<file path="config.mk">
export PLATFORM = sky130hd
export DESIGN_NAME = imu_serial_frame_parser_core_flat
export DESIGN_NICKNAME = d
export VERILOG_FILES = /design/src/design/ifp_pkg.sv /design/src/design/ifp_if.sv /design/src/design/imu_serial_frame_parser_core.sv /design/src/flat_wrapper.sv
export SDC_FILE = /design/constraint.sdc
export NUM_CORES = 2
export LEC_CHECK = 0
export BUFFER_PORTS_ARGS = -buffer_cell sky130_fd_sc_hd__buf_2
export CORE_ASPECT_RATIO = 0.6
export CORE_MARGIN = 8
export CORE_UTILIZATION = 65
export DETAILED_ROUTE_END_ITERATION = 7
export GPL_TIMING_DRIVEN = 0
export PLACE_DENSITY = 0.83
export SKIP_CTS_REPAIR_TIMING = 1
export SLEW_MARGIN = 25
export SYNTH_ARGS = -nofsm -noshare
export SYNTH_HDL_FRONTEND = slang
export SYNTH_SLANG_ARGS = --single-unit
</file>
<file path="constraint.sdc">
create_clock -name i_clk -period 15.89 [get_ports i_clk]
set_input_delay 0.7945 -clock i_clk [delete_from_list [all_inputs] [get_ports i_clk]]
set_output_delay 0.7945 -clock i_clk [all_outputs]
set_load 0.02 [all_outputs]
</file>
<file path="src/design/ifp_pkg.sv">
// Package for the IMU serial frame parser: field widths, frame constants,
// result kind codes and register indexes. No dependencies.
`default_nettype none

package ifp_pkg;

    localparam int BYTE_W   = 8;
    localparam int VALUE_W  = 21;
    localparam int KIND_W   = 3;
    localparam int CFG_IDX_W  = 2;
    localparam int CFG_DATA_W = 12;

    localparam int ACCEL_FS_W = 7;
    localparam int GYRO_FS_W  = 12;
    localparam int ANGLE_FS_W = 9;

    localparam int HOLD_LEN = 10;
    localparam int FILL_W   = 4;

    localparam logic [BYTE_W-1:0] HDR_SYNC  = 8'h55;
    localparam logic [BYTE_W-1:0] HDR_MASK  = 8'h50;
    localparam logic [BYTE_W-1:0] TYPE_ACCEL = 8'h51;
    localparam logic [BYTE_W-1:0] TYPE_GYRO  = 8'h52;
    localparam logic [BYTE_W-1:0] TYPE_ANGLE = 8'h53;

    localparam logic [ACCEL_FS_W-1:0] ACCEL_FS_RESET = 7'd16;
    localparam logic [GYRO_FS_W-1:0]  GYRO_FS_RESET  = 12'd2000;
    localparam logic [ANGLE_FS_W-1:0] ANGLE_FS_RESET = 9'd180;

    typedef enum logic [KIND_W-1:0] {
        KIND_ACCEL   = 3'd0,
        KIND_GYRO    = 3'd1,
        KIND_ANGLE   = 3'd2,
        KIND_UNKNOWN = 3'd3,
        KIND_SLIP    = 3'd4
    } t_kind;

    typedef enum logic [CFG_IDX_W-1:0] {
        REG_ACCEL_FS = 2'd0,
        REG_GYRO_FS  = 2'd1,
        REG_ANGLE_FS = 2'd2
    } t_reg_idx;

endpackage

`default_nettype wire

</file>
<file path="src/design/ifp_if.sv">
// Channel interfaces of the IMU serial frame parser: byte input, result
// output and configuration write. Depends on ifp_pkg.
`default_nettype none

interface ifp_byte_if;
    logic                      valid;
    logic                      ready;
    logic [ifp_pkg::BYTE_W-1:0] byte_in;

    modport source (output valid, output byte_in, input ready);
    modport sink   (input valid, input byte_in, output ready);
endinterface

interface ifp_result_if;
    logic                               valid;
    logic                               ready;
    logic [ifp_pkg::KIND_W-1:0]         kind;
    logic signed [ifp_pkg::VALUE_W-1:0] value_x;
    logic signed [ifp_pkg::VALUE_W-1:0] value_y;
    logic signed [ifp_pkg::VALUE_W-1:0] value_z;

    modport source (output valid, output kind, output value_x, output value_y,
                    output value_z, input ready);
    modport sink   (input valid, input kind, input value_x, input value_y,
                    input value_z, output ready);
endinterface

interface ifp_cfg_if;
    logic                           valid;
    logic                           ready;
    logic [ifp_pkg::CFG_IDX_W-1:0]  index;
    logic [ifp_pkg::CFG_DATA_W-1:0] data;

    modport source (output valid, output index, output data, input ready);
    modport sink   (input valid, input index, input data, output ready);
endinterface

`default_nettype wire

</file>
<file path="src/design/imu_serial_frame_parser_core.sv">
// IMU serial frame parser, top level: byte window, header check and axis scaling.
// Depends on ifp_pkg and the channel interfaces in ifp_if.
// A result is built from the full window when the byte in the input register meets
// it (input register, then result register). Throughput: one byte per cycle; only a
// byte that meets a full window stalls, while the result register is full and not taken.
// Reset (synchronous, active low) empties the window and both stages and loads default scales.
`default_nettype none

module imu_serial_frame_parser_core (
    input  wire             i_clk,
    input  wire             i_rst_n,
    ifp_cfg_if.sink         i_cfg,
    ifp_byte_if.sink        i_byte,
    ifp_result_if.source    o_result
);

    // Configuration registers. Writes are always taken; an index past the
    // list is accepted and ignored.
    logic [ifp_pkg::ACCEL_FS_W-1:0] r_accel_fs;
    logic [ifp_pkg::GYRO_FS_W-1:0]  r_gyro_fs;
    logic [ifp_pkg::ANGLE_FS_W-1:0] r_angle_fs;

    assign i_cfg.ready = 1'b1;

    always_ff @(posedge i_clk) begin
        if (!i_rst_n) begin
            r_accel_fs <= ifp_pkg::ACCEL_FS_RESET;
            r_gyro_fs  <= ifp_pkg::GYRO_FS_RESET;
            r_angle_fs <= ifp_pkg::ANGLE_FS_RESET;
        end else if (i_cfg.valid) begin
            case (i_cfg.index)
                ifp_pkg::REG_ACCEL_FS: r_accel_fs <= i_cfg.data[ifp_pkg::ACCEL_FS_W-1:0];
                ifp_pkg::REG_GYRO_FS:  r_gyro_fs  <= i_cfg.data[ifp_pkg::GYRO_FS_W-1:0];
                ifp_pkg::REG_ANGLE_FS: r_angle_fs <= i_cfg.data[ifp_pkg::ANGLE_FS_W-1:0];
                default: ;
            endcase
        end
    end

    // Input register. The byte waits here before the decode
    // stage looks at it together with the held window.
    logic                        r_s1_valid;
    logic [ifp_pkg::BYTE_W-1:0]  r_s1_byte;

    // Window of held bytes, oldest first, and the number of bytes held.
    logic [ifp_pkg::BYTE_W-1:0]  r_win [ifp_pkg::HOLD_LEN];
    logic [ifp_pkg::FILL_W-1:0]  r_fill;

    // Result register.
    logic                                r_out_valid;
    logic [ifp_pkg::KIND_W-1:0]          r_out_kind;
    logic signed [ifp_pkg::VALUE_W-1:0]  r_out_x;
    logic signed [ifp_pkg::VALUE_W-1:0]  r_out_y;
    logic signed [ifp_pkg::VALUE_W-1:0]  r_out_z;

    // A byte that only fills the window gives no result and may pass even
    // while the result register is blocked. A byte on a full window always
    // gives one result and needs the result register free.
    logic win_full;
    logic out_free;
    logic advance;

    assign win_full = (r_fill == ifp_pkg::FILL_W'(ifp_pkg::HOLD_LEN));
    assign out_free = !r_out_valid || o_result.ready;
    assign advance  = r_s1_valid && (!win_full || out_free);

    assign i_byte.ready = !r_s1_valid || advance;

    // Header check on the two oldest held bytes.
    logic hdr_ok;
    assign hdr_ok = (r_win[0] == ifp_pkg::HDR_SYNC)
                 && ((r_win[1] & ifp_pkg::HDR_MASK) == ifp_pkg::HDR_MASK);

    // Frame type selects the kind and the full scale. All scales are widened
    // to the gyro width so that one multiplier form serves every type.
    ifp_pkg::t_kind                 type_kind;
    logic [ifp_pkg::GYRO_FS_W-1:0]  sel_fs;

    always_comb begin
        case (r_win[1])
            ifp_pkg::TYPE_ACCEL: begin
                type_kind = ifp_pkg::KIND_ACCEL;
                sel_fs    = ifp_pkg::GYRO_FS_W'(r_accel_fs);
            end
            ifp_pkg::TYPE_GYRO: begin
                type_kind = ifp_pkg::KIND_GYRO;
                sel_fs    = r_gyro_fs;
            end
            ifp_pkg::TYPE_ANGLE: begin
                type_kind = ifp_pkg::KIND_ANGLE;
                sel_fs    = ifp_pkg::GYRO_FS_W'(r_angle_fs);
            end
            default: begin
                type_kind = ifp_pkg::KIND_UNKNOWN;
                sel_fs    = '0;
            end
        endcase
    end

    // Axis scaling: raw * full_scale / 128 with floor. The arithmetic shift
    // by seven is the floor division; the 21 bits above it always hold the
    // whole quotient because the product stays below 2^27 in magnitude.
    localparam int RAW_W  = 16;
    localparam int PROD_W = RAW_W + ifp_pkg::GYRO_FS_W + 1;
    localparam int SHIFT  = 7;

    logic signed [RAW_W-1:0]  raw_x, raw_y, raw_z;
    logic signed [PROD_W-1:0] prod_x, prod_y, prod_z;
    logic signed [ifp_pkg::GYRO_FS_W:0] fs_s;

    assign raw_x = $signed({r_win[3], r_win[2]});
    assign raw_y = $signed({r_win[5], r_win[4]});
    assign raw_z = $signed({r_win[7], r_win[6]});
    assign fs_s  = $signed({1'b0, sel_fs});

    assign prod_x = PROD_W'(raw_x) * PROD_W'(fs_s);
    assign prod_y = PROD_W'(raw_y) * PROD_W'(fs_s);
    assign prod_z = PROD_W'(raw_z) * PROD_W'(fs_s);

    // Next result, valid only when the window was full.
    logic [ifp_pkg::KIND_W-1:0]          n_out_kind;
    logic signed [ifp_pkg::VALUE_W-1:0]  n_out_x;
    logic signed [ifp_pkg::VALUE_W-1:0]  n_out_y;
    logic signed [ifp_pkg::VALUE_W-1:0]  n_out_z;

    always_comb begin
        n_out_kind = ifp_pkg::KIND_SLIP;
        n_out_x    = '0;
        n_out_y    = '0;
        n_out_z    = '0;
        if (hdr_ok) begin
            n_out_kind = type_kind;
            if (type_kind != ifp_pkg::KIND_UNKNOWN) begin
                n_out_x = prod_x[SHIFT +: ifp_pkg::VALUE_W];
                n_out_y = prod_y[SHIFT +: ifp_pkg::VALUE_W];
                n_out_z = prod_z[SHIFT +: ifp_pkg::VALUE_W];
            end
        end
    end

    // Control registers.
    always_ff @(posedge i_clk) begin
        if (!i_rst_n) begin
            r_s1_valid  <= 1'b0;
            r_fill      <= '0;
            r_out_valid <= 1'b0;
        end else begin
            if (i_byte.ready) begin
                r_s1_valid <= i_byte.valid;
            end

            if (advance && win_full) begin
                r_out_valid <= 1'b1;
            end else if (o_result.ready) begin
                r_out_valid <= 1'b0;
            end

            if (advance) begin
                if (!win_full) begin
                    r_fill <= r_fill + 1'b1;
                end else if (hdr_ok) begin
                    // A passed header empties the window; a slip keeps it full.
                    r_fill <= '0;
                end
            end
        end
    end

    // Payload registers.
    always_ff @(posedge i_clk) begin
        if (i_byte.ready && i_byte.valid) begin
            r_s1_byte <= i_byte.byte_in;
        end

        if (advance) begin
            if (!win_full) begin
                r_win[r_fill] <= r_s1_byte;
            end else if (!hdr_ok) begin
                // Slip: drop the oldest byte and append the new one.
                for (int i = 0; i < ifp_pkg::HOLD_LEN - 1; i++) begin
                    r_win[i] <= r_win[i + 1];
                end
                r_win[ifp_pkg::HOLD_LEN - 1] <= r_s1_byte;
            end
        end

        if (advance && win_full) begin
            r_out_kind <= n_out_kind;
            r_out_x    <= n_out_x;
            r_out_y    <= n_out_y;
            r_out_z    <= n_out_z;
        end
    end

    assign o_result.valid   = r_out_valid;
    assign o_result.kind    = r_out_kind;
    assign o_result.value_x = r_out_x;
    assign o_result.value_y = r_out_y;
    assign o_result.value_z = r_out_z;

endmodule

`default_nettype wire
</file>
<file path="src/flat_wrapper.sv">
// flat-port wrapper written by rule: the top's interface ports become plain ports
module imu_serial_frame_parser_core_flat 
  (i_clk, i_rst_n, i_cfg_valid, i_cfg_index, i_cfg_data, i_cfg_ready, i_byte_valid, i_byte_byte_in, i_byte_ready, o_result_valid, o_result_kind, o_result_value_x, o_result_value_y, o_result_value_z, o_result_ready);
  ifp_cfg_if i_cfg_i ();
  ifp_byte_if i_byte_i ();
  ifp_result_if o_result_i ();
  input  wire i_clk;
  input  wire i_rst_n;
  input wire logic [$bits(i_cfg_i.valid)-1:0] i_cfg_valid;
  input wire logic [$bits(i_cfg_i.index)-1:0] i_cfg_index;
  input wire logic [$bits(i_cfg_i.data)-1:0] i_cfg_data;
  output wire logic [$bits(i_cfg_i.ready)-1:0] i_cfg_ready;
  input wire logic [$bits(i_byte_i.valid)-1:0] i_byte_valid;
  input wire logic [$bits(i_byte_i.byte_in)-1:0] i_byte_byte_in;
  output wire logic [$bits(i_byte_i.ready)-1:0] i_byte_ready;
  output wire logic [$bits(o_result_i.valid)-1:0] o_result_valid;
  output wire logic [$bits(o_result_i.kind)-1:0] o_result_kind;
  output wire logic [$bits(o_result_i.value_x)-1:0] o_result_value_x;
  output wire logic [$bits(o_result_i.value_y)-1:0] o_result_value_y;
  output wire logic [$bits(o_result_i.value_z)-1:0] o_result_value_z;
  input wire logic [$bits(o_result_i.ready)-1:0] o_result_ready;
  assign i_cfg_i.valid = i_cfg_valid;
  assign i_cfg_i.index = i_cfg_index;
  assign i_cfg_i.data = i_cfg_data;
  assign i_cfg_ready = i_cfg_i.ready;
  assign i_byte_i.valid = i_byte_valid;
  assign i_byte_i.byte_in = i_byte_byte_in;
  assign i_byte_ready = i_byte_i.ready;
  assign o_result_valid = o_result_i.valid;
  assign o_result_kind = o_result_i.kind;
  assign o_result_value_x = o_result_i.value_x;
  assign o_result_value_y = o_result_i.value_y;
  assign o_result_value_z = o_result_i.value_z;
  assign o_result_i.ready = o_result_ready;
  imu_serial_frame_parser_core u_core (.i_clk(i_clk), .i_rst_n(i_rst_n), .i_cfg(i_cfg_i), .i_byte(i_byte_i), .o_result(o_result_i));
endmodule
</file>
Yosys cells after proc, flatten, opt, wreduce, memory -nomap -nowiden --
Memory sizes are Yosys's and may differ from the RTL's. Cells that the tools add are included.
Storage, ports and cells: bits in registers 108, latch bits 0, memory bits (writable) 80, memory bits (read-only) 0, input bits 27, output and inout port bits 69, logic and storage cells 60, memories 1
Memories:
- u_core.r_win | depth 10, width 8, read ports 10, clocked after Yosys merged registers in 0, write ports 10, RTL line imu_serial_frame_parser_core.sv:46 | logic [ifp_pkg::BYTE_W-1:0] r_win [ifp_pkg::HOLD_LEN];
Cells by class: add/sub/neg operators 1, $mul 3, div/mod/pow operators 0, magnitude comparators 0, eq/ne operators 10, shifts and indexed selects 0, mux-type cells 16, bitwise gates (word level) 0, reduce and logical (&&, ||, !) cells 18
Operators with widths (count):
- multiplier 16 x 13 -> 28 bit | 3
- one-hot mux 12 bit (3 select lines) | 1
- equality test 8 x 7 -> 1 bit (second input constant) | 4
- 2-to-1 mux 4 bit | 3
- 2-to-1 mux 1 bit | 10
- AND reduction 2 bit | 5
- 2-to-1 mux 8 bit | 1
- OR reduction 8 bit | 1
- one-hot mux 2 bit (3 select lines) | 1
- adder 4 x 1 -> 4 bit (second input constant) | 1
- equality test 2 bit (second input constant) | 2
- equality test 4 bit (second input constant) | 1
- logical AND 1 bit | 4
- != test 2 bit (second input constant) | 2
- logical NOT 1 bit | 3
- logical OR 1 bit | 3
- equality test 2 x 1 -> 1 bit (second input constant) | 1
- logical NOT 2 bit | 1
- nonzero test 2 bit | 1

Longest topological paths before layout --
An unclocked memory read counts as a cell.
depth after elaboration 9, mapped depth 28, depth with buffers taken out 25

Worst setup path after synthesis --
Ideal clock, no wire load.
kind register -> register, from mem u_core.r_win[1][0] (netlist name), to reg u_core.r_out_z, in the netlist u_core.o_result.value_z[14], data pin, library setup time 0.266 ns, data arrival time 6.418 ns, data required time 15.624 ns, path slack 9.206 ns, cell stages (with the launch flop) 27, buffers on the path 4, period minus slack after synthesis 6.684 ns, path through edfxtp_1 -> buf_4 -> clkbuf_1 -> mux2_2 -> a22oi_1 -> nor2_1 -> clkbuf_1 -> clkbuf_1 -> nand2_1 -> fa_1 -> fa_1 -> fa_1 -> inv_1 -> fa_1 -> inv_1 -> fa_1 -> inv_1 -> ha_1 -> a21oi_1 -> nand2_1 -> a2111oi_0 -> a211oi_1 -> o21ai_0 -> a21oi_1 -> a311oi_1 -> xor2_1 -> nor2_1
RTL lines:
- start: declaration | RTL line imu_serial_frame_parser_core.sv:46
- end signal: assignment | RTL line imu_serial_frame_parser_core.sv:191 | r_out_z <= n_out_z;
- end: declaration | RTL line imu_serial_frame_parser_core.sv:54 | logic signed [ifp_pkg::VALUE_W-1:0] r_out_z;

==> results.py <==
metrics = {
    "outcome": {
        "status": "finished clean",
    },
    "logic_synthesis": {
        "synthMuxAreaShare": 0.00594,
        "ys_async_sr_fraction": 0,
        "synth_area_per_cell_um2": 9.47,
        "synth_cells": 3002,
        "synth_warnings": 0,
        "yosysUniqueCellTypes": 66,
        "ys_seq_area_frac": 0.187,
        "synth_top_family_by_area": "adder cells",
        "synth_fa_ha_area_frac": 0.448,
        "synth_edf_count": 154,
        "synth_compound_area_frac": 0.0688,
        "ys.flop_type": "edfxtp_1",
        "synth-simple-area-share": 0.151,
        "synth_area_um2": 28400,
        "synth_nets": 3734,
        "synthXorXnorAreaFrac": 0.0231,
        "ys_ff_latch": 188,
    },
    "floorplan": {
        "die-area_um2": 50900,
        "die_y_um": 178,
        "boundaryPins": 96,
        "die_w_um": 286,
        "initial_core_util": 0.657,
        "rows": 59,
        "core_um2": 43300,
    },
    "clock_network": {
        "cts_buffers": 17,
        "cts_sinks": 188,
        "clockBufferDepth": 2,
        "htreeDepth": 4,
        "clock_latency_ps": 480,
        "root_buffer": "clkbuf_16",
        "cts_tree": "built",
        "cts.reportedPaths.clkPinSlew_ps": 90,
    },
    "worst_setup_path": {
        "cp_top_family": "adder cells",
        "end_kind": "flip-flop",
        "worstSetupPathType": "reg -> reg",
        "path_common_cell": "fa_1",
        "cp_slowest_stage_delay_ps": 790,
        "crit_fanout": 10,
        "path_buf_inv": 7,
        "startpoint_type": "flip-flop",
        "slowest_stage": "clkbuf_1",
        "worstPathArrival_ps": 9290,
        "cp_data_required_time_ps": 16110,
    },
    "detailed_routing": {
        "routed_wl_um": 81300,
        "drt_iter0_drc": 2125,
        "drc_errors": 0,
        "routed_via_density": 5.77,
        "firstDrtPassIters": 5,
        "postRouteAntennaNets": 0,
        "wl_per_cell_um": 21.9,
        "vias": 21500,
    },
    "sta": {
        "setup-tns-final_ps": 0,
        "max_clock_freq_ghz": 0.110,
        "slew_viol_final": 0,
        "rsz0062_at_grt": "no",
        "holdWs_ps": 461,
        "fin_crit_ps": 9080,
        "post-route-period-util": 0.571,
        "skew_ps": 21.3,
        "setup_violations": 0,
        "maxSlewHeadroom": 0.218,
        "hold_viol_final": 0,
        "tightest_slew_ps": 1170,
    },
    "power_and_ir_drop": {
        "power_density_nw_per_um2": 34.8,
        "power_w": 0.00105,
        "ir_drop_v": 0.0000723,
        "p_leak_nw": 15.1,
    },
    "grt": {
        "grt_pass1_wl_um": 127000,
        "grt_overflow": 0,
        "antenna_found_initial": 4,
        "grtUsageTotal": 0.330,
        "grt_start_max_net_pins": 27,
        "grt_pass1_vias": 22600,
    },
    "placed_design": {
        "portBuffers": 94,
        "place_hpwl_um": 65800,
        "gp_congestion": 0.990,
    },
    "cells_and_area": {
        "final_common_cell": "inv_1",
        "drive_gt1_frac": 0.0568,
        "final_cell_mix": "inv_1 (726), fa_1 (522), nand2_1 (379), and2_1 (234), ha_1 (183)",
        "fin_nets": 3851,
        "utilization": 0.701,
        "syn_to_final_growth_pct": 6.69,
    },
    "run": {
        "cap_violations": 0,
    },
    "hold_path": {
        "hold_path_class": "reg -> reg",
    },
}
==> layout make-up <==
type | instances | area [um^2]
antenna | 6 | 15.0
buffer | 151 | 594
clock buffer | 18 | 429
clock inverter | 14 | 154
fill | 3343 | 12900
inverter | 725 | 2720
multi-input combinational | 1938 | 19800
sequential | 188 | 5310
tap | 579 | 724
timing repair buffer | 98 | 546
==> kinds of logic (layout without fill, tap and decap cells) <==
logic type | Yosys count | count (layout)
mux | 16 | 16
simple gates | 867 | 867
flops | 188 | 188
compound gates | 274 | 274
other cells | 1 | 7
fa+ha+maj | 705 | 705
buf+inv | 876 | 1006
xor+xnor | 75 | 75
==> path summary, 6_finish.rpt <==
kind	from	to	slack, ps	depth (start not counted)
setup / recovery	u_core.r_win[1][0]	u_core.o_result.value_z[17]	6810	26
hold / removal	u_core.r_s1_byte[2]	u_core.r_win[9][2]	460	0
setup reg to reg	u_core.r_win[1][0]	u_core.o_result.value_z[17]	6810	26
hold reg to reg	u_core.r_s1_byte[2]	u_core.r_win[9][2]	460	0
==> stage by stage <==
| step | area [um^2] | std cells | setup slack, ps |
|---|---|---|---|
| after floorplan | 28400 | 3002 | 9210 |
| after global placement | 29600 | 3675 | 6820 |
| after detailed placement | 29700 | 3679 | 7070 |
| after CTS | 30300 | 3711 | 7040 |
| after global routing | 30300 | 3711 | 6580 |
| final | 30300 | 3717 | 6810 |
==> registers in the layout, summed over array words and instances (netlist names), 7 cells and up <==
register	cells
u_core.o_result.value_x	21
u_core.r_win	80
u_core.r_s1_byte	8
u_core.r_angle_fs	9
u_core.r_gyro_fs	12
u_core.r_accel_fs	7
u_core.o_result.value_z	21
u_core.o_result.value_y	21
==> synth_stat cells, types with 5 or more instances <==
cell        n  area share
inv_1     725       0.096
fa_1      522        0.37
nand2_1   379       0.050
and2_1    234       0.052
ha_1      183       0.081
edfxtp_1  154        0.16
clkbuf_1  145       0.019
a21o_1    105       0.028
nor2_1     84       0.011
a21oi_1    59       0.010
and3_1     53       0.012
xnor2_1    49       0.015
dfxtp_1    34       0.024
nand3_1    26      0.0046
o21ai_0    26      0.0046
xor2_1     26      0.0080
nand4_1    17      0.0037
nor2b_1    17      0.0037
nor3b_1    13      0.0034
a21boi_0   12      0.0032
o21bai_1   12      0.0032
nor3_1     10      0.0018
mux2i_1     9      0.0032
mux2_2      7      0.0028
a22oi_1     6      0.0016
a31oi_1     6      0.0013
nand2b_1    6      0.0013
a211oi_1    5      0.0013
or2_2       5      0.0011
or3_1       5      0.0011
==> power breakdown <==
group	internal (W)	total, W	switching (W)
Combinational	0.0000227	0.0000584	0.0000356
Sequential	0.000537	0.000542	0.00000479
Clock	0.000212	0.000454	0.000242
==> per-layer routing <==
metal / up-vias / part of all wire / track usage
li1: 9295 / - / -
met1: 10700 / 0.41 / 0.463
met2: 1324 / 0.41 / 0.469
met3: 181 / 0.15 / 0.127
met4: 2 / 0.037 / 0.108
met5: - / 0.00016 / 0
==> worst reg2reg max path, cell delays in order, from the launching register on <==
cell       delay (ps)
edfxtp_1          330
buf_4             180
clkbuf_1          440
mux2_2            250
a22oi_1           100
nor2_1            290
clkbuf_1          570
clkbuf_1          790
nand2_1           190
fa_1              600
fa_1              460
fa_1              550
inv_1              50
fa_1              470
inv_1              50
fa_1              470
inv_1              40
ha_1              350
a21oi_1           180
nand2_1           110
a2111oi_0         630
a211oi_1          270
o21ai_0           380
o21a_1            260
o21bai_1          130
xnor2_2           560
nor2_1            110
No activity file was read; power rests on OpenSTA's default activity.
